## config.mk

```make
export PLATFORM = sky130hd
export DESIGN_NAME = line_follow_route_sequencer_flat
export DESIGN_NICKNAME = d
export VERILOG_FILES = /design/src/sv/lfrs_pkg.sv /design/src/sv/lfrs_sensor_if.sv /design/src/sv/lfrs_drive_if.sv /design/src/sv/line_follow_route_sequencer.sv /design/src/sv/lfrs_ctrl.sv /design/src/sv/lfrs_dp.sv /design/src/flat_wrapper.sv
export SDC_FILE = /design/constraint.sdc
export NUM_CORES = 1
export LEC_CHECK = 0
export BUFFER_PORTS_ARGS = -buffer_cell sky130_fd_sc_hd__buf_2
export CORE_MARGIN = 4
export CORE_UTILIZATION = 57
export DETAILED_ROUTE_END_ITERATION = 10
export PLACE_DENSITY_LB_ADDON = 0.05
export SLEW_MARGIN = 20
export SYNTH_ARGS = -nofsm -noshare
export SYNTH_HDL_FRONTEND = slang
export SYNTH_SLANG_ARGS = --single-unit
```

## constraint.sdc

```tcl
create_clock -name clk -period 6.7 [get_ports clk]
set_clock_uncertainty 0.2 [all_clocks]
set_input_delay 0.67 -clock clk [delete_from_list [all_inputs] [get_ports clk]]
set_output_delay 0.67 -clock clk [all_outputs]
set_load 0.005 [all_outputs]
```

## src/sv/lfrs_pkg.sv

```systemverilog
// Shared types, widths and constants for the line follow route sequencer.
package lfrs_pkg;

    localparam int OP_W       = 2;
    localparam int BITS_W     = 8;
    localparam int YAW_W      = 16;
    localparam int SPD_W      = 9;
    localparam int ERR_W      = 10;
    localparam int STEP_W     = 4;
    localparam int CNT_W      = 8;
    localparam int GAIN_W     = 16;
    localparam int LIMIT_W    = 8;
    localparam int ANGLE_W    = 16;
    localparam int TICK_W     = 4;
    localparam int CFG_IDX_W  = 3;
    localparam int CFG_DATA_W = 16;

    localparam int CHAN_N     = 8;
    localparam int SUM_W      = 11;
    localparam int MAG_W      = 9;
    localparam int DVD_W      = 10;
    localparam int DIVR_W     = 4;
    localparam int PROD_W     = MAG_W + GAIN_W;
    localparam int DIV_STEPS  = DVD_W;
    localparam int DIV_CNT_W  = $clog2(DIV_STEPS);

    localparam logic signed [SUM_W-1:0] CHAN_WEIGHT [CHAN_N] = '{
        -11'sd380, -11'sd250, -11'sd150, -11'sd50,
        11'sd50, 11'sd150, 11'sd250, 11'sd380
    };

    localparam logic signed [ERR_W-1:0] LOST_ERROR = 10'sd400;
    localparam logic [BITS_W-1:0]       ALL_WHITE  = 8'hFF;
    localparam logic [STEP_W-1:0]       ROUTE_LAST = 4'd9;
    localparam logic [TICK_W-1:0]       TICK_MAX   = 4'd15;

    localparam logic signed [SPD_W-1:0] BASE_SPEED_RST      = 9'sd130;
    localparam logic [GAIN_W-1:0]       LINE_GAIN_RST       = 16'd5243;
    localparam logic [LIMIT_W-1:0]      LINE_TURN_LIMIT_RST = 8'd40;
    localparam logic [LIMIT_W-1:0]      FIND_TURN_LIMIT_RST = 8'd6;
    localparam logic signed [SPD_W-1:0] SPIN_SPEED_RST      = 9'sd50;
    localparam logic signed [SPD_W-1:0] SEEK_SPEED_RST      = 9'sd40;
    localparam logic [ANGLE_W-1:0]      CORNER_ANGLE_RST    = 16'd4500;
    localparam logic [TICK_W-1:0]       CONFIRM_TICKS_RST   = 4'd2;

    typedef enum logic [OP_W-1:0] {
        OP_TICK   = 2'd0,
        OP_TOGGLE = 2'd1,
        OP_ESTOP  = 2'd2
    } op_t;

    typedef enum logic [CFG_IDX_W-1:0] {
        REG_BASE_SPEED      = 3'd0,
        REG_LINE_GAIN       = 3'd1,
        REG_LINE_TURN_LIMIT = 3'd2,
        REG_FIND_TURN_LIMIT = 3'd3,
        REG_SPIN_SPEED      = 3'd4,
        REG_SEEK_SPEED      = 3'd5,
        REG_CORNER_ANGLE    = 3'd6,
        REG_CONFIRM_TICKS   = 3'd7
    } cfg_reg_t;

    typedef enum logic [2:0] {
        KIND_LINE,
        KIND_SPIN,
        KIND_SEEK,
        KIND_WRAP,
        KIND_BAD
    } route_kind_t;

    typedef enum logic [2:0] {
        ST_IDLE,
        ST_EVAL,
        ST_BRANCH,
        ST_DIV,
        ST_ERR,
        ST_MUL,
        ST_STEER,
        ST_EMIT
    } ctrl_state_t;

    typedef struct packed {
        logic load;
        logic eval;
        logic div_step;
        logic err_fin;
        logic mul;
        logic steer;
        logic push;
    } ctrl_cmd_t;

    typedef struct packed {
        logic need_steer;
        logic need_div;
        logic div_last;
        logic out_free;
    } ctrl_status_t;

endpackage

```

## src/sv/lfrs_sensor_if.sv

```systemverilog
// Input channel: operation code, line sensor sample and yaw.
interface lfrs_sensor_if;
    import lfrs_pkg::*;

    logic                    valid;
    logic                    ready;
    logic [OP_W-1:0]         operation;
    logic [BITS_W-1:0]       sensor_bits;
    logic signed [YAW_W-1:0] yaw;

    modport source (output valid, output operation, output sensor_bits, output yaw,
                    input ready);
    modport sink (input valid, input operation, input sensor_bits, input yaw,
                  output ready);
endinterface

```

## src/sv/lfrs_drive_if.sv

```systemverilog
// Output channel: wheel targets, line error and route status.
interface lfrs_drive_if;
    import lfrs_pkg::*;

    logic                    valid;
    logic                    ready;
    logic signed [SPD_W-1:0] left_target;
    logic signed [SPD_W-1:0] right_target;
    logic signed [ERR_W-1:0] line_error;
    logic                    line_lost;
    logic [STEP_W-1:0]       route_step;
    logic [CNT_W-1:0]        corner_total;
    logic                    running;

    modport source (output valid, output left_target, output right_target,
                    output line_error, output line_lost, output route_step,
                    output corner_total, output running, input ready);
    modport sink (input valid, input left_target, input right_target,
                  input line_error, input line_lost, input route_step,
                  input corner_total, input running, output ready);
endinterface

```

## src/sv/line_follow_route_sequencer.sv

```systemverilog
// Top level: line follower route sequencer with centroid steering.
//
//   channel   dir  handshake      contents
//   sensor    in   valid/ready    operation, sensor_bits, yaw
//   drive     out  valid/ready    wheel targets, line error, lost, step, corners, running
//   cfg       in   cfg_we         cfg_index selects register, cfg_data value
//
// One transfer at a time: a steering tick that sees the line runs from accept through
// the bit-serial centroid divider and the gain multiply to the result. A lost-line
// steering tick skips the divider; any other tick or event skips steering altogether.
// The block is ready again in the cycle after the result is pushed to the output register.
// rst_n clears route state and loads register defaults; no clearing pass.
// A stalled drive channel holds the next result until the output register frees.
module line_follow_route_sequencer #(
    parameter int SPEED_LIMIT    = 200,
    parameter int GAIN_FRAC_BITS = 16
) (
    input  logic                            clk,
    input  logic                            rst_n,
    input  logic                            cfg_we,
    input  logic [lfrs_pkg::CFG_IDX_W-1:0]  cfg_index,
    input  logic [lfrs_pkg::CFG_DATA_W-1:0] cfg_data,
    lfrs_sensor_if.sink                     sensor,
    lfrs_drive_if.source                    drive
);
    import lfrs_pkg::*;

    ctrl_cmd_t    cmd;
    ctrl_status_t status;

    lfrs_ctrl u_ctrl (
        .clk      (clk),
        .rst_n    (rst_n),
        .in_valid (sensor.valid),
        .in_ready (sensor.ready),
        .status   (status),
        .cmd      (cmd)
    );

    lfrs_dp #(
        .SPEED_LIMIT    (SPEED_LIMIT),
        .GAIN_FRAC_BITS (GAIN_FRAC_BITS)
    ) u_dp (
        .clk          (clk),
        .rst_n        (rst_n),
        .cfg_we       (cfg_we),
        .cfg_index    (cfg_index),
        .cfg_data     (cfg_data),
        .operation    (sensor.operation),
        .sensor_bits  (sensor.sensor_bits),
        .yaw          (sensor.yaw),
        .cmd          (cmd),
        .status       (status),
        .out_valid    (drive.valid),
        .out_ready    (drive.ready),
        .left_target  (drive.left_target),
        .right_target (drive.right_target),
        .line_error   (drive.line_error),
        .line_lost    (drive.line_lost),
        .route_step   (drive.route_step),
        .corner_total (drive.corner_total),
        .running      (drive.running)
    );

endmodule

```

## src/sv/lfrs_ctrl.sv

```systemverilog
// Controller state machine sequencing one transfer through the datapath.
module lfrs_ctrl (
    input  logic                  clk,
    input  logic                  rst_n,
    input  logic                  in_valid,
    output logic                  in_ready,
    input  lfrs_pkg::ctrl_status_t status,
    output lfrs_pkg::ctrl_cmd_t    cmd
);
    import lfrs_pkg::*;

    ctrl_state_t state_reg;
    ctrl_state_t state_next;

    always_ff @(posedge clk or negedge rst_n)
    begin
        if (!rst_n)
        begin
            state_reg <= ST_IDLE;
        end
        else
        begin
            state_reg <= state_next;
        end
    end

    always_comb
    begin
        state_next = state_reg;
        unique case (state_reg)
            ST_IDLE:
            begin
                if (in_valid)
                begin
                    state_next = ST_EVAL;
                end
            end
            ST_EVAL:
            begin
                state_next = ST_BRANCH;
            end
            ST_BRANCH:
            begin
                if (!status.need_steer)
                begin
                    state_next = ST_EMIT;
                end
                else if (status.need_div)
                begin
                    state_next = ST_DIV;
                end
                else
                begin
                    state_next = ST_ERR;
                end
            end
            ST_DIV:
            begin
                if (status.div_last)
                begin
                    state_next = ST_ERR;
                end
            end
            ST_ERR:
            begin
                state_next = ST_MUL;
            end
            ST_MUL:
            begin
                state_next = ST_STEER;
            end
            ST_STEER:
            begin
                state_next = ST_EMIT;
            end
            ST_EMIT:
            begin
                if (status.out_free)
                begin
                    state_next = ST_IDLE;
                end
            end
            default:
            begin
                state_next = ST_IDLE;
            end
        endcase
    end

    always_comb
    begin
        cmd      = '0;
        in_ready = 1'b0;
        unique case (state_reg)
            ST_IDLE:
            begin
                in_ready = 1'b1;
                cmd.load = in_valid;
            end
            ST_EVAL:
            begin
                cmd.eval = 1'b1;
            end
            ST_BRANCH:
            begin
                cmd = '0;
            end
            ST_DIV:
            begin
                cmd.div_step = 1'b1;
            end
            ST_ERR:
            begin
                cmd.err_fin = 1'b1;
            end
            ST_MUL:
            begin
                cmd.mul = 1'b1;
            end
            ST_STEER:
            begin
                cmd.steer = 1'b1;
            end
            ST_EMIT:
            begin
                cmd.push = status.out_free;
            end
            default:
            begin
                cmd = '0;
            end
        endcase
    end

`ifndef SYNTH
    a_accept_to_eval: assert property (@(posedge clk) disable iff (!rst_n)
        (state_reg == ST_IDLE && in_valid) |=> (state_reg == ST_EVAL))
        else $error("accepted transfer did not start evaluation");

    a_div_to_err: assert property (@(posedge clk) disable iff (!rst_n)
        (state_reg == ST_DIV && status.div_last) |=> (state_reg == ST_ERR))
        else $error("divider finish did not advance to error stage");

    a_emit_to_idle: assert property (@(posedge clk) disable iff (!rst_n)
        (state_reg == ST_EMIT && status.out_free) |=> (state_reg == ST_IDLE))
        else $error("result push did not return to idle");
`endif

endmodule

```

## src/sv/lfrs_dp.sv

```systemverilog
// Datapath: route state, centroid divider, gain multiplier and wheel clamps.
module lfrs_dp #(
    parameter int SPEED_LIMIT    = 200,
    parameter int GAIN_FRAC_BITS = 16
) (
    input  logic                                   clk,
    input  logic                                   rst_n,
    input  logic                                   cfg_we,
    input  logic [lfrs_pkg::CFG_IDX_W-1:0]         cfg_index,
    input  logic [lfrs_pkg::CFG_DATA_W-1:0]        cfg_data,
    input  logic [lfrs_pkg::OP_W-1:0]              operation,
    input  logic [lfrs_pkg::BITS_W-1:0]            sensor_bits,
    input  logic signed [lfrs_pkg::YAW_W-1:0]      yaw,
    input  lfrs_pkg::ctrl_cmd_t                    cmd,
    output lfrs_pkg::ctrl_status_t                 status,
    output logic                                   out_valid,
    input  logic                                   out_ready,
    output logic signed [lfrs_pkg::SPD_W-1:0]      left_target,
    output logic signed [lfrs_pkg::SPD_W-1:0]      right_target,
    output logic signed [lfrs_pkg::ERR_W-1:0]      line_error,
    output logic                                   line_lost,
    output logic [lfrs_pkg::STEP_W-1:0]            route_step,
    output logic [lfrs_pkg::CNT_W-1:0]             corner_total,
    output logic                                   running
);
    import lfrs_pkg::*;

    localparam int LIM_BASE_W = $clog2(SPEED_LIMIT + 1) + 1;
    localparam int LIM_W      = (LIM_BASE_W > SUM_W) ? LIM_BASE_W : SUM_W;
    localparam logic signed [LIM_W-1:0] SPD_LIM  = LIM_W'(SPEED_LIMIT);
    localparam logic signed [LIM_W-1:0] SPD_NLIM = LIM_W'(-SPEED_LIMIT);
    localparam int DIFF_W = YAW_W + 1;

    function automatic logic signed [SPD_W-1:0] clamp_spd(
        input logic signed [SUM_W-1:0] v
    );
        logic signed [LIM_W-1:0] w;
        logic signed [LIM_W-1:0] c;
        w = LIM_W'(v);
        if (w > SPD_LIM)
        begin
            c = SPD_LIM;
        end
        else if (w < SPD_NLIM)
        begin
            c = SPD_NLIM;
        end
        else
        begin
            c = w;
        end
        return c[SPD_W-1:0];
    endfunction

    function automatic logic [TICK_W:0] confirm_step(
        input logic [TICK_W-1:0] ctr,
        input logic              hit,
        input logic [TICK_W-1:0] need
    );
        logic [TICK_W-1:0] inc;
        logic [TICK_W:0]   res;
        inc = ctr;
        res = '0;
        if (hit)
        begin
            if (ctr < TICK_MAX)
            begin
                inc = ctr + 1'b1;
            end
            if (inc >= need)
            begin
                res = {1'b1, {TICK_W{1'b0}}};
            end
            else
            begin
                res = {1'b0, inc};
            end
        end
        return res;
    endfunction

    function automatic route_kind_t route_kind(input logic [STEP_W-1:0] rs);
        route_kind_t k;
        case (rs) inside
            4'd0, 4'd3, 4'd6: k = KIND_LINE;
            4'd1, 4'd4, 4'd7: k = KIND_SPIN;
            4'd2, 4'd5, 4'd8: k = KIND_SEEK;
            4'd9:             k = KIND_WRAP;
            default:          k = KIND_BAD;
        endcase
        return k;
    endfunction

    logic signed [SPD_W-1:0]   base_speed_reg;
    logic [GAIN_W-1:0]         line_gain_reg;
    logic [LIMIT_W-1:0]        line_turn_limit_reg;
    logic [LIMIT_W-1:0]        find_turn_limit_reg;
    logic signed [SPD_W-1:0]   spin_speed_reg;
    logic signed [SPD_W-1:0]   seek_speed_reg;
    logic [ANGLE_W-1:0]        corner_angle_reg;
    logic [TICK_W-1:0]         confirm_ticks_reg;

    logic [OP_W-1:0]           op_reg;
    logic [BITS_W-1:0]         bits_reg;
    logic signed [YAW_W-1:0]   yaw_reg;

    logic                      run_flag_reg, run_flag_next;
    logic [STEP_W-1:0]         route_state_reg, route_state_next;
    logic signed [YAW_W-1:0]   heading_ref_reg, heading_ref_next;
    logic signed [ERR_W-1:0]   prev_error_reg, prev_error_next;
    logic [TICK_W-1:0]         lost_ticks_reg, lost_ticks_next;
    logic [TICK_W-1:0]         found_ticks_reg, found_ticks_next;
    logic [CNT_W-1:0]          corner_counter_reg, corner_counter_next;
    logic signed [SPD_W-1:0]   left_speed_reg, left_speed_next;
    logic signed [SPD_W-1:0]   right_speed_reg, right_speed_next;
    logic signed [ERR_W-1:0]   shown_error_reg, shown_error_next;
    logic                      lost_mark_reg, lost_mark_next;
    logic                      need_steer_reg, need_steer_next;
    logic                      need_div_reg, need_div_next;
    logic                      out_valid_reg;

    logic                      lost_pend_reg;
    logic                      sum_neg_reg;
    logic                      steer_seek_reg;
    logic [DVD_W-1:0]          quo_reg;
    logic [DIVR_W-1:0]         rem_reg;
    logic [DIVR_W-1:0]         divisor_reg;
    logic [DIV_CNT_W-1:0]      div_cnt_reg;
    logic [MAG_W-1:0]          mag_reg;
    logic                      err_neg_reg;
    logic [PROD_W-1:0]         prod_reg;

    logic signed [SPD_W-1:0]   o_left_reg, o_right_reg;
    logic signed [ERR_W-1:0]   o_error_reg;
    logic                      o_lost_reg;
    logic [STEP_W-1:0]         o_step_reg;
    logic [CNT_W-1:0]          o_corner_reg;
    logic                      o_running_reg;

    logic                      white;
    logic signed [SUM_W-1:0]   chan_sum;
    logic [DIVR_W-1:0]         chan_cnt;
    logic [DVD_W-1:0]          sum_mag;
    route_kind_t               kind;
    logic [TICK_W:0]           line_conf;
    logic [TICK_W:0]           seek_conf;
    logic signed [SUM_W-1:0]   spin_ext, spin_neg, seek_ext;
    logic signed [DIFF_W-1:0]  yaw_diff;
    logic [DIFF_W-1:0]         yaw_delta;
    logic [DIVR_W:0]           div_shift;
    logic                      div_ge;
    logic [DIVR_W-1:0]         div_rem;
    logic signed [ERR_W-1:0]   quo_s;
    logic signed [ERR_W-1:0]   err_val;
    logic [MAG_W-1:0]          err_mag;
    logic [PROD_W-1:0]         prod_shift;
    logic [LIMIT_W-1:0]        steer_limit;
    logic [LIMIT_W-1:0]        turn_mag;
    logic signed [SUM_W-1:0]   turn_s;
    logic signed [SUM_W-1:0]   steer_base;
    logic signed [SUM_W-1:0]   left_sum, right_sum;

    always_comb
    begin
        chan_sum = '0;
        chan_cnt = '0;
        for (int i = 0; i < CHAN_N; i++)
        begin
            if (!bits_reg[i])
            begin
                chan_sum = chan_sum + CHAN_WEIGHT[i];
                chan_cnt = chan_cnt + 1'b1;
            end
        end
    end

    assign white     = (bits_reg == ALL_WHITE);
    assign sum_mag   = chan_sum[SUM_W-1] ? DVD_W'(-chan_sum) : chan_sum[DVD_W-1:0];
    assign kind      = route_kind(route_state_reg);
    assign line_conf = confirm_step(lost_ticks_reg, white, confirm_ticks_reg);
    assign seek_conf = confirm_step(found_ticks_reg, !white, confirm_ticks_reg);
    assign spin_ext  = SUM_W'(spin_speed_reg);
    assign spin_neg  = -spin_ext;
    assign seek_ext  = SUM_W'(seek_speed_reg);
    assign yaw_diff  = DIFF_W'(yaw_reg) - DIFF_W'(heading_ref_reg);
    assign yaw_delta = yaw_diff[DIFF_W-1] ? DIFF_W'(-yaw_diff) : yaw_diff;

    assign div_shift = {rem_reg, quo_reg[DVD_W-1]};
    assign div_ge    = (div_shift >= {1'b0, divisor_reg});
    assign div_rem   = div_ge ? DIVR_W'(div_shift - {1'b0, divisor_reg})
                              : div_shift[DIVR_W-1:0];

    assign quo_s = $signed(quo_reg);

    always_comb
    begin
        if (lost_pend_reg)
        begin
            if (prev_error_reg > 0)
            begin
                err_val = LOST_ERROR;
            end
            else if (prev_error_reg < 0)
            begin
                err_val = -LOST_ERROR;
            end
            else
            begin
                err_val = '0;
            end
        end
        else
        begin
            err_val = sum_neg_reg ? -quo_s : quo_s;
        end
    end

    assign err_mag = err_val[ERR_W-1] ? MAG_W'(-err_val) : err_val[MAG_W-1:0];

    assign prod_shift  = prod_reg >> GAIN_FRAC_BITS;
    assign steer_limit = steer_seek_reg ? find_turn_limit_reg : line_turn_limit_reg;
    assign turn_mag    = (prod_shift > PROD_W'(steer_limit)) ? steer_limit
                                                             : prod_shift[LIMIT_W-1:0];
    assign turn_s      = err_neg_reg ? -SUM_W'(turn_mag) : SUM_W'(turn_mag);
    assign steer_base  = SUM_W'(steer_seek_reg ? seek_speed_reg : base_speed_reg);
    assign left_sum    = steer_base + turn_s;
    assign right_sum   = steer_base - turn_s;

    always_comb
    begin
        run_flag_next       = run_flag_reg;
        route_state_next    = route_state_reg;
        heading_ref_next    = heading_ref_reg;
        prev_error_next     = prev_error_reg;
        lost_ticks_next     = lost_ticks_reg;
        found_ticks_next    = found_ticks_reg;
        corner_counter_next = corner_counter_reg;
        left_speed_next     = left_speed_reg;
        right_speed_next    = right_speed_reg;
        shown_error_next    = shown_error_reg;
        lost_mark_next      = lost_mark_reg;
        need_steer_next     = need_steer_reg;
        need_div_next       = need_div_reg;

        if (cmd.eval)
        begin
            need_steer_next = 1'b0;
            need_div_next   = 1'b0;
            case (op_t'(op_reg))
                OP_TICK:
                begin
                    if (!run_flag_reg)
                    begin
                        left_speed_next  = '0;
                        right_speed_next = '0;
                    end
                    else
                    begin
                        case (kind)
                            KIND_LINE:
                            begin
                                lost_ticks_next = line_conf[TICK_W-1:0];
                                if (line_conf[TICK_W])
                                begin
                                    corner_counter_next = corner_counter_reg + 1'b1;
                                    heading_ref_next    = yaw_reg;
                                    route_state_next    = route_state_reg + 1'b1;
                                end
                                else
                                begin
                                    need_steer_next = 1'b1;
                                    need_div_next   = !white;
                                end
                            end
                            KIND_SPIN:
                            begin
                                left_speed_next  = clamp_spd(spin_ext);
                                right_speed_next = clamp_spd(spin_neg);
                                if (yaw_delta >= DIFF_W'(corner_angle_reg))
                                begin
                                    route_state_next = route_state_reg + 1'b1;
                                end
                            end
                            KIND_SEEK:
                            begin
                                if (!white)
                                begin
                                    need_steer_next = 1'b1;
                                    need_div_next   = 1'b1;
                                end
                                else
                                begin
                                    left_speed_next  = clamp_spd(seek_ext);
                                    right_speed_next = clamp_spd(seek_ext);
                                end
                                found_ticks_next = seek_conf[TICK_W-1:0];
                                if (seek_conf[TICK_W])
                                begin
                                    heading_ref_next = yaw_reg;
                                    route_state_next = route_state_reg + 1'b1;
                                end
                            end
                            KIND_WRAP:
                            begin
                                route_state_next = '0;
                            end
                            default:
                            begin
                                left_speed_next  = '0;
                                right_speed_next = '0;
                            end
                        endcase
                    end
                end
                OP_TOGGLE:
                begin
                    run_flag_next = !run_flag_reg;
                    if (!run_flag_reg)
                    begin
                        route_state_next = '0;
                        heading_ref_next = yaw_reg;
                    end
                end
                OP_ESTOP:
                begin
                    run_flag_next    = 1'b0;
                    left_speed_next  = '0;
                    right_speed_next = '0;
                end
                default:
                begin
                    run_flag_next = run_flag_reg;
                end
            endcase
        end

        if (cmd.err_fin)
        begin
            shown_error_next = err_val;
            lost_mark_next   = lost_pend_reg;
            if (!lost_pend_reg)
            begin
                prev_error_next = err_val;
            end
        end

        if (cmd.steer)
        begin
            left_speed_next  = clamp_spd(left_sum);
            right_speed_next = clamp_spd(right_sum);
        end
    end

    always_ff @(posedge clk or negedge rst_n)
    begin
        if (!rst_n)
        begin
            base_speed_reg      <= BASE_SPEED_RST;
            line_gain_reg       <= LINE_GAIN_RST;
            line_turn_limit_reg <= LINE_TURN_LIMIT_RST;
            find_turn_limit_reg <= FIND_TURN_LIMIT_RST;
            spin_speed_reg      <= SPIN_SPEED_RST;
            seek_speed_reg      <= SEEK_SPEED_RST;
            corner_angle_reg    <= CORNER_ANGLE_RST;
            confirm_ticks_reg   <= CONFIRM_TICKS_RST;
        end
        else if (cfg_we)
        begin
            unique case (cfg_reg_t'(cfg_index))
                REG_BASE_SPEED:      base_speed_reg      <= cfg_data[SPD_W-1:0];
                REG_LINE_GAIN:       line_gain_reg       <= cfg_data[GAIN_W-1:0];
                REG_LINE_TURN_LIMIT: line_turn_limit_reg <= cfg_data[LIMIT_W-1:0];
                REG_FIND_TURN_LIMIT: find_turn_limit_reg <= cfg_data[LIMIT_W-1:0];
                REG_SPIN_SPEED:      spin_speed_reg      <= cfg_data[SPD_W-1:0];
                REG_SEEK_SPEED:      seek_speed_reg      <= cfg_data[SPD_W-1:0];
                REG_CORNER_ANGLE:    corner_angle_reg    <= cfg_data[ANGLE_W-1:0];
                REG_CONFIRM_TICKS:   confirm_ticks_reg   <= cfg_data[TICK_W-1:0];
            endcase
        end
    end

    always_ff @(posedge clk or negedge rst_n)
    begin
        if (!rst_n)
        begin
            run_flag_reg       <= 1'b0;
            route_state_reg    <= '0;
            heading_ref_reg    <= '0;
            prev_error_reg     <= '0;
            lost_ticks_reg     <= '0;
            found_ticks_reg    <= '0;
            corner_counter_reg <= '0;
            left_speed_reg     <= '0;
            right_speed_reg    <= '0;
            shown_error_reg    <= '0;
            lost_mark_reg      <= 1'b0;
            need_steer_reg     <= 1'b0;
            need_div_reg       <= 1'b0;
            out_valid_reg      <= 1'b0;
        end
        else
        begin
            run_flag_reg       <= run_flag_next;
            route_state_reg    <= route_state_next;
            heading_ref_reg    <= heading_ref_next;
            prev_error_reg     <= prev_error_next;
            lost_ticks_reg     <= lost_ticks_next;
            found_ticks_reg    <= found_ticks_next;
            corner_counter_reg <= corner_counter_next;
            left_speed_reg     <= left_speed_next;
            right_speed_reg    <= right_speed_next;
            shown_error_reg    <= shown_error_next;
            lost_mark_reg      <= lost_mark_next;
            need_steer_reg     <= need_steer_next;
            need_div_reg       <= need_div_next;
            if (cmd.push)
            begin
                out_valid_reg <= 1'b1;
            end
            else if (out_ready)
            begin
                out_valid_reg <= 1'b0;
            end
        end
    end

    always_ff @(posedge clk)
    begin
        if (cmd.load)
        begin
            op_reg   <= operation;
            bits_reg <= sensor_bits;
            yaw_reg  <= yaw;
        end
        if (cmd.eval)
        begin
            quo_reg        <= sum_mag;
            rem_reg        <= '0;
            divisor_reg    <= chan_cnt;
            div_cnt_reg    <= '0;
            sum_neg_reg    <= (chan_sum < 0);
            lost_pend_reg  <= white;
            steer_seek_reg <= (kind == KIND_SEEK);
        end
        if (cmd.div_step)
        begin
            quo_reg     <= {quo_reg[DVD_W-2:0], div_ge};
            rem_reg     <= div_rem;
            div_cnt_reg <= div_cnt_reg + 1'b1;
        end
        if (cmd.err_fin)
        begin
            mag_reg     <= err_mag;
            err_neg_reg <= err_val[ERR_W-1];
        end
        if (cmd.mul)
        begin
            prod_reg <= PROD_W'(mag_reg) * PROD_W'(line_gain_reg);
        end
        if (cmd.push)
        begin
            o_left_reg    <= left_speed_reg;
            o_right_reg   <= right_speed_reg;
            o_error_reg   <= shown_error_reg;
            o_lost_reg    <= lost_mark_reg;
            o_step_reg    <= route_state_reg;
            o_corner_reg  <= corner_counter_reg;
            o_running_reg <= run_flag_reg;
        end
    end

    assign status.need_steer = need_steer_reg;
    assign status.need_div   = need_div_reg;
    assign status.div_last   = (div_cnt_reg == DIV_CNT_W'(DIV_STEPS - 1));
    assign status.out_free   = !out_valid_reg || out_ready;

    assign out_valid    = out_valid_reg;
    assign left_target  = o_left_reg;
    assign right_target = o_right_reg;
    assign line_error   = o_error_reg;
    assign line_lost    = o_lost_reg;
    assign route_step   = o_step_reg;
    assign corner_total = o_corner_reg;
    assign running      = o_running_reg;

`ifndef SYNTH
    a_route_range: assert property (@(posedge clk) disable iff (!rst_n)
        route_state_reg <= ROUTE_LAST)
        else $error("route step beyond last leg");

    a_lost_error: assert property (@(posedge clk) disable iff (!rst_n)
        lost_mark_reg |-> (shown_error_reg == LOST_ERROR ||
                           shown_error_reg == -LOST_ERROR ||
                           shown_error_reg == '0))
        else $error("lost line with a centroid error value");

    a_estop: assert property (@(posedge clk) disable iff (!rst_n)
        (cmd.eval && op_reg == OP_ESTOP) |=>
        (!run_flag_reg && left_speed_reg == '0 && right_speed_reg == '0))
        else $error("emergency stop left the car moving");
`endif

endmodule
```

## src/flat_wrapper.sv

```systemverilog
// flat-port wrapper written by rule: the top's interface ports become plain ports
module line_follow_route_sequencer_flat import lfrs_pkg::*;
#(
    parameter int SPEED_LIMIT    = 200,
    parameter int GAIN_FRAC_BITS = 16
)
  (clk, rst_n, cfg_we, cfg_index, cfg_data, sensor_valid, sensor_operation, sensor_sensor_bits, sensor_yaw, sensor_ready, drive_valid, drive_left_target, drive_right_target, drive_line_error, drive_line_lost, drive_route_step, drive_corner_total, drive_running, drive_ready);
  lfrs_sensor_if sensor_i ();
  lfrs_drive_if drive_i ();
  input  logic clk;
  input  logic rst_n;
  input  logic cfg_we;
  input  logic [lfrs_pkg::CFG_IDX_W-1:0] cfg_index;
  input  logic [lfrs_pkg::CFG_DATA_W-1:0] cfg_data;
  input wire logic [$bits(sensor_i.valid)-1:0] sensor_valid;
  input wire logic [$bits(sensor_i.operation)-1:0] sensor_operation;
  input wire logic [$bits(sensor_i.sensor_bits)-1:0] sensor_sensor_bits;
  input wire logic [$bits(sensor_i.yaw)-1:0] sensor_yaw;
  output wire logic [$bits(sensor_i.ready)-1:0] sensor_ready;
  output wire logic [$bits(drive_i.valid)-1:0] drive_valid;
  output wire logic [$bits(drive_i.left_target)-1:0] drive_left_target;
  output wire logic [$bits(drive_i.right_target)-1:0] drive_right_target;
  output wire logic [$bits(drive_i.line_error)-1:0] drive_line_error;
  output wire logic [$bits(drive_i.line_lost)-1:0] drive_line_lost;
  output wire logic [$bits(drive_i.route_step)-1:0] drive_route_step;
  output wire logic [$bits(drive_i.corner_total)-1:0] drive_corner_total;
  output wire logic [$bits(drive_i.running)-1:0] drive_running;
  input wire logic [$bits(drive_i.ready)-1:0] drive_ready;
  assign sensor_i.valid = sensor_valid;
  assign sensor_i.operation = sensor_operation;
  assign sensor_i.sensor_bits = sensor_sensor_bits;
  assign sensor_i.yaw = sensor_yaw;
  assign sensor_ready = sensor_i.ready;
  assign drive_valid = drive_i.valid;
  assign drive_left_target = drive_i.left_target;
  assign drive_right_target = drive_i.right_target;
  assign drive_line_error = drive_i.line_error;
  assign drive_line_lost = drive_i.line_lost;
  assign drive_route_step = drive_i.route_step;
  assign drive_corner_total = drive_i.corner_total;
  assign drive_running = drive_i.running;
  assign drive_i.ready = drive_ready;
  line_follow_route_sequencer #(.SPEED_LIMIT(SPEED_LIMIT), .GAIN_FRAC_BITS(GAIN_FRAC_BITS)) u_core (.clk(clk), .rst_n(rst_n), .cfg_we(cfg_we), .cfg_index(cfg_index), .cfg_data(cfg_data), .sensor(sensor_i), .drive(drive_i));
endmodule
```

==> metrics.yaml, run 1 <==
run_status: "finished with violations"
failed_checks: "negative hold slack"
areaGrowthSynthToFinish_pct: 9.403
first_global_vias: 15412
first_pass_iters: 5
timing.final.crit_share_pct: 92.47
r2r_slack_ns: 0.50
worst_pin_slew_ns: 0.8924
max_freq_mhz: 161.4
clk_latency_ns: 0.59
cp-endpoint: "u_core.u_dp.left_speed_reg[2]$_DFFE_PN0P_"
antenna_found_initial: 0
htreeDepth: 1
gr-total-overflow: 0
p_total_mw: 11.67
synth_warnings: 0
wl_per_cell_microns: 17.25
slew_viol_final: 0
drive_gt1_share_pct: 14.79
crit_path_frequent_cell: "o21a_1"
yosysTopAreaCell: "dfrtp_1"
chipWidth_microns: 199.4
syn_area_sq_um: 20890
place_hpwl_mm: 35.14
grt_max_degree: 106
p_per_area_nw_per_um2: 510.6
top_layer_used: "met4"
syn_inst: 2118
drtIter0Drc: 861
timing.rr.end: "u_core.u_dp.left_speed_reg[2]$_DFFE_PN0P_"
cts_tree: "built"
path_clk_slew_ns: 0.06
cts_root_buf: "clkbuf_16"
min_period_ns: 6.196
finalHoldViolCount: 6
syn-num-nets: 2423
hold_buffers: 0
drc_errors: 0
cap_violations: 0
relSlewSlack_pct: 40.19
path_max_fanout: 20
yosysMostFrequentCell: "nand2_1"
synth_edf_count: 112
fin_ws_ns: 0.5043
criticalPathCategory: "reg -> reg"
synth_top_area_share_pct: 16.29
final_cell_area_sq_um: 22860
dieArea_sq_um: 39780
yosys_most_used_dff: "dfrtp_1"
final_core_util_pct: 63.79
hold_path_class: "in -> async"
initial_utilization_pct: 58.31
startpoint_type: "register"
cp-end-kind: "register"
dpl.cell_count: 2615
viasPerCell: 5.702
diodes: 0
postPlaceCellArea_sq_um: 21800
holdWs_ns: -0.03167
fin_setup_tns_ns: 0
rr_startpoint: "u_core.u_dp.steer_seek_reg$_DFFE_PP_"
async_flop_share_pct: 58.97
nets: 2492
max_stage_delay_ns: 0.49
dr_total_vias: 15235
place_congestion: 0.8906
yosys-top-cells-count: "243 x nand2_1, 201 x inv_1, 153 x ha_1"
ant_nets: 0
arrival_ns: 6.49
die-height_microns: 199.4
reg2regPathDepth: 29
cpMaxStageDelayCell: "fa_1"
numClockSinks: 273
grt_first_pass_wirelength_mm: 77.68
crit_start: "u_core.u_dp.steer_seek_reg$_DFFE_PP_"
fillCellCount: 3023
synth_cell_types: 99
io_buffer_count: 93
core_sq_um: 35830
cts_buffers: 30
wl_met2_mm: 22.39
io_pins: 94
synth_seq_cells: 273
synth_seq_area_share_pct: 35.53
fin_cells: 2672
wl_met3_mm: 1.722
m1WireLength_mm: 21.12
ir_drop_v: 0.0004261
leakage_nw: 10.17
place_ws_ns: 0.1458
synth.avg_cell_area_sq_um: 9.864
setup_violations: 0
yosys-top-cells-area: "dfrtp_1 16%, edfxtp_1 16%, fa_1 9.8%"
fp-row-count: 69
cp.required_ns: 6.99
clk_path_buf_depth: 3
finalWirelength_mm: 46.10
grt_use_total_pct: 23.77
==> layout by cell type, fill, tap and decap left out, types with 10 or more instances in the layout <==
| cell | n |
|---|---|
| o21ai_0 | 109 |
| xnor2_1 | 99 |
| mux2i_1 | 19 |
| ha_1 | 152 |
| clkbuf_16 | 31 |
| nor2b_1 | 20 |
| and2_1 | 55 |
| a21oi_1 | 82 |
| nand4_1 | 17 |
| nor2_1 | 144 |
| nor3_1 | 49 |
| nand2_1 | 243 |
| and3_1 | 10 |
| buf_2 | 92 |
| a21o_1 | 20 |
| buf_4 | 19 |
| a211oi_1 | 12 |
| o21a_1 | 16 |
| dfstp_2 | 25 |
| dfrtp_1 | 136 |
| nand3_1 | 25 |
| a31oi_1 | 12 |
| nand2b_1 | 19 |
| o21bai_1 | 12 |
| a22oi_1 | 12 |
| mux2_2 | 92 |
| fa_1 | 102 |
| a22o_1 | 11 |
| edfxtp_1 | 112 |
| inv_1 | 201 |
| xor2_1 | 41 |
==> layer usage <==
metal,GRT usage (%),vias up
met2,40.39,267
li1,-,7446
met5,0,-
met1,33.51,7451
met4,4.352,0
met3,2.900,71
==> worst min path at each step <==
stage | from | to | slack (ns)
5_1_grt | sensor_sensor_bits[7] | u_core.u_dp.bits_reg[7]$_DFFE_PP_ | 0.02
3_5_place_dp | u_core.u_dp.shown_error_reg[8]$_DFFE_PN0P_ | u_core.u_dp.line_error[8]$_DFFE_PP_ | 0.23
3_3_place_gp | u_core.u_dp.lost_mark_reg$_DFFE_PN0P_ | u_core.u_dp.line_lost$_DFFE_PP_ | 0.23
6_report | rst_n | u_core.u_dp.corner_counter_reg[7]$_DFFE_PN0P_ | -0.03
2_1_floorplan | rst_n | u_core.u_ctrl.state_reg[0]$_DFFE_PN0P_ | 0.17
4_1_cts | sensor_sensor_bits[4] | u_core.u_dp.bits_reg[4]$_DFFE_PP_ | 0.02
==> power breakdown <==
part,switching [mW],total [mW],internal [mW]
Sequential,0.453,2.93,2.48
Clock,0.704,1.64,0.936
Combinational,3.98,7.10,3.12
Total,5.13,11.7,6.54
==> cell families after synthesis <==
group / share of synthesized area (%)
compound gates: 12.65
xor+xnor: 6.690
fa+ha+maj: 18.94
flops: 35.53
simple gates: 14.97
buf+inv: 5.192
mux: 6.025
==> critical path: cells and delay by family (launching register included) <==
kind	cells	cell delay [ns]
DFF	1	0.39
AOI/OAI and AO/OA	18	2.93
buffers and inverters	1	0.23
adders and majority gates	3	1.06
muxes	1	0.26
xor gates and xnor gates	1	0.28
and+or+nand+nor	5	0.76
==> layout make-up <==
cell class                      instances  area (sq um)  area share [%]
Multi-Input combinational cell       1563         12450           54.46
Tap cell                              461         576.8           2.524
Clock buffer                           44         894.6           3.914
Inverter                              206         773.2           3.383
Sequential cell                       273          7423           32.48
Timing Repair Buffer                  113         628.1           2.748
Clock inverter                         12         111.4          0.4872
==> timing repair <==
action,in CTS,in global routing
resized for setup,0,14
buffers inserted,0,1
endpoints found under the setup margin,0,22
endpoints found under the hold margin,0,0
(Power assumes the default switching activity.)
==> run 2: changes to the inputs <==
ABC_AREA = 1   (was default)
==> run 2 against run 1 <==
The run now ends clean. Fmax rose by 5.1%. Cell count rose by 16%. Total power rose by 1.6%. Highest routed layer unchanged.
==> metrics.yaml, run 2 <==
final_cell_area_sq_um: 22640  # was 22860 sq um
synth_warnings: 0  # unchanged
clockPowerShare_pct: 13.6  # was 14.1%
leakage_nw: 11.70  # was 10.17 nW
chipWidth_microns: 199.1  # was 199.4 microns
fillCellCount: 3164  # was 3023
hold_path_class: "in -> reg"  # was in -> async
wl_met3_mm: 1.549  # was 1.722 mm
timing.final.crit_share_pct: 88.00  # was 92.47%
worst_pin_slew_ns: 1.052  # was 0.8924 ns
multi_input_area_sq_um: 11440  # was 12450 sq um
drc_errors: 0  # unchanged
power_switching_mw: 5.687  # was 5.134 mW
setup_violations: 0  # unchanged
synth_seq_area_share_pct: 35.67  # was 35.53%
clk_path_buf_depth: 3  # unchanged
async_flop_share_pct: 58.97  # unchanged
place_congestion: 0.8833  # was 0.8906
synth_adder_area_share_pct: 19.01  # was 18.94%
io_pins: 94  # unchanged
synth_seq_cells: 273  # unchanged
top_layer_used: "met4"  # unchanged
wl_per_cell_microns: 15.13  # was 17.25 microns
areaGrowthSynthToFinish_pct: 8.779  # was 9.403%
ant_nets: 0  # unchanged
io_buffer_count: 93  # unchanged
yosys-top-cells-area: "dfrtp_1 16%, edfxtp_1 16%, nand2_1 11%"  # was dfrtp_1 16%, edfxtp_1 16%, fa_1 9.8%
synthMuxAreaShare_pct: 0.4991  # was 6.025%
die-height_microns: 199.1  # was 199.4 microns
startpoint_type: "register"  # unchanged
ir_drop_v: 0.0002809  # was 0.0004261 V
grt_max_degree: 84  # was 106
cp.required_ns: 6.94  # was 6.99 ns
arrival_ns: 6.13  # was 6.49 ns
min_period_ns: 5.896  # was 6.196 ns
synth_cell_types: 65  # was 99
finalWirelength_mm: 47.00  # was 46.10 mm
synth_top_area_share_pct: 16.35  # was 16.29%
synth_xor_area_share_pct: 4.161  # was 6.690%
run_status: "finished, final reports clean"  # was finished with violations
rsz0062_at_grt: "false"
yosys_most_used_dff: "dfrtp_1"  # unchanged
grt_use_total_pct: 23.93  # was 23.77%
htreeDepth: 1  # unchanged
seqCellArea_sq_um: 7423  # unchanged
p_int_mw: 6.166  # was 6.537 mW
fp-row-count: 69  # unchanged
synth_compound_area_share_pct: 9.825  # was 12.65%
p_total_mw: 11.85  # was 11.67 mW
core_sq_um: 35830  # unchanged
finalHoldViolCount: 0  # was 6
drtIter0Drc: 820  # was 861
first_global_vias: 16383  # was 15.41k
nets: 2927  # was 2492
cts_buffers: 30  # unchanged
sw_frac_of_total_pct: 47.98  # was 43.99%
max_freq_mhz: 169.6  # was 161.4 MHz
slew_viol_final: 0  # unchanged
wl_met2_mm: 23.72  # was 22.39 mm
cts_root_buf: "clkbuf_16"  # unchanged
path_clk_slew_ns: 0.06  # about the same
m1WireLength_mm: 20.57  # was 21.12 mm
criticalPathCategory: "reg -> reg"  # unchanged
gr-total-overflow: 0  # unchanged
yosysTopAreaCell: "dfrtp_1"  # unchanged
syn_inst: 2559  # was 2118
cp-end-kind: "register"  # unchanged
syn-num-nets: 2864  # was 2423
clk_latency_ns: 0.58  # was 0.59 ns
drive_gt1_share_pct: 9.675  # was 14.79%
synth_edf_count: 112  # unchanged
path_max_fanout: 10  # was 20
cap_violations: 0  # unchanged
layout_commonest_cell: "nand2_1"  # unchanged
synth.avg_cell_area_sq_um: 8.132  # was 9.864 sq um
postPlaceCellArea_sq_um: 21620  # was 21800 sq um
yosysMostFrequentCell: "nand2_1"  # unchanged
numClockSinks: 273  # unchanged
antenna_found_initial: 0  # unchanged
diodes: 0  # unchanged
seq_power_share_pct: 24.5  # was 25.1%
combPwrFrac_pct: 61.9  # was 60.8%
cts_tree: "built"  # unchanged
initial_utilization_pct: 58.08  # was 58.31%
dieArea_sq_um: 39630  # was 39780 sq um
relSlewSlack_pct: 29.71  # was 40.19%
p_per_area_nw_per_um2: 523.6  # was 510.6 nW/um^2
dr_total_vias: 16494  # was 15.24k
yosys-top-cells-count: "637 x nand2_1, 422 x inv_1, 172 x nor2_1"  # was 243 x nand2_1, 201 x inv_1, 153 x ha_1
synth_top_family_by_area: "simple AND/OR/NAND/NOR gates"  # was adder cells
grt_first_pass_wirelength_mm: 78.02  # was 77.68 mm
fin_setup_tns_ns: 0  # unchanged
synth-simple-area-share_pct: 21.44  # was 14.97%
viasPerCell: 5.309  # was 5.702
layout_common_cells: "637 x nand2_1, 422 x inv_1, 170 x nor2_1"  # was 243 x nand2_1, 201 x inv_1, 152 x ha_1
first_pass_iters: 5  # unchanged
syn_area_sq_um: 20810  # was 20890 sq um
place_hpwl_mm: 36.62  # was 35.14 mm
[run 2: cell count changes in the layout (fill, tap and decap cells not counted), moves of 20 or more]
cell / delta
nand2_1: +394
inv_1: +221
mux2_2: -89
nand3_1: +80
xnor2_1: -74
o21ai_0: +59
and2_1: -54
a21oi_1: +34
xor2_1: +31
nand2_2: +27
nor2_1: +26
nor2b_1: -20
[run 2: cells by family after synthesis]
| kind of cell | after synthesis |
|---|---|
| simple gates | 1044 |
| buf+inv | 510 |
| compound gates | 369 |
| flops | 273 |
| xor+xnor | 98 |
| mux | 10 |
| fa+ha+maj | 255 |
[run 2: metrics by stage]
| stage | util [%] | hold WS, ns | cells | worst slack [ns] |
|---|---|---|---|---|
| floorplan | - | 0.1744 | 2559 | 1.033 |
| global placement | 60.35 | 0.2345 | 3049 | 0.8452 |
| detailed placement | 60.35 | 0.2338 | 3049 | 0.6489 |
| CTS | 63.10 | 0.02876 | 3106 | 0.6338 |
| global route | 63.18 | 0.04514 | 3107 | 0.1797 |
| finish | 63.18 | 0.06315 | 3107 | 0.8039 |
[run 2: power groups by stage]
stage / clock network (mW) / registers [mW] / logic, mW
after CTS: 1.65 / 2.91 / 7.40
final: 1.61 / 2.91 / 7.33
after global routing: 1.72 / 2.97 / 8.53
after floorplan: 0 / 2.68 / 5.81
after detailed placement: 0 / 2.93 / 7.35
after global placement: 0 / 2.92 / 7.13
[run 2: worst paths after layout]
path,start,end,slack [ns],cells after the start
worst max-delay path,u_core.u_dp.steer_seek_reg$_DFFE_PP_,u_core.u_dp.left_speed_reg[4]$_DFFE_PN0P_,0.80,26
min in group asynchronous,rst_n,u_core.u_dp.route_state_reg[1]$_DFFE_PN0P_,0.49,2
worst max register to register,u_core.u_dp.steer_seek_reg$_DFFE_PP_,u_core.u_dp.left_speed_reg[4]$_DFFE_PN0P_,0.80,26
worst min register to register,u_core.u_dp.shown_error_reg[6]$_DFFE_PN0P_,u_core.u_dp.line_error[6]$_DFFE_PP_,0.25,0
max in group asynchronous,rst_n,u_core.u_dp.corner_angle_reg[8]$_DFFE_PN1P_,4.50,4
worst min-delay path,sensor_yaw[2],u_core.u_dp.yaw_reg[2]$_DFFE_PP_,0.06,1
[run 2: cell type report]
| cell class | count | share of cell area [%] |
|---|---|---|
| Sequential cell | 273 | 32.80 |
| Clock buffer | 43 | 3.985 |
| Multi-Input combinational cell | 1776 | 50.55 |
| Timing Repair Buffer | 103 | 2.515 |
| Inverter | 438 | 7.285 |
| Clock inverter | 13 | 0.3206 |
| Tap cell | 461 | 2.548 |
[run 2: critical path: stages, from the launching register on]
cell,delay (ns)
edfxtp_1,0.64
mux2_2,0.40
ha_1,0.27
nand4_1,0.08
or3_1,0.30
nand2_1,0.19
inv_2,0.13
o21ai_0,0.31
ha_1,0.30
o21ai_1,0.33
inv_1,0.14
ha_1,0.33
nand3_1,0.08
nand2_1,0.12
a21oi_1,0.07
o21ai_0,0.26
a21oi_1,0.11
o21bai_1,0.20
nand2_1,0.07
nand2_1,0.06
a21oi_1,0.07
xor2_1,0.18
nand2_1,0.07
o211ai_1,0.48
a21oi_1,0.12
o21ai_0,0.21
nand2_1,0.07
[run 2: layer usage]
metal,global-route usage [%],vias up
met2,42.93,279
met5,0,-
met4,6.459,0
met1,31.09,7857
li1,-,8285
met3,2.428,73
[run 2: timing repair]
item                                   CTS  global route
resized for setup                        0             1
setup buffers                            0             0
endpoints found under the hold margin   11             0
hold buffers                             1             0
setup endpoints to repair                0             2
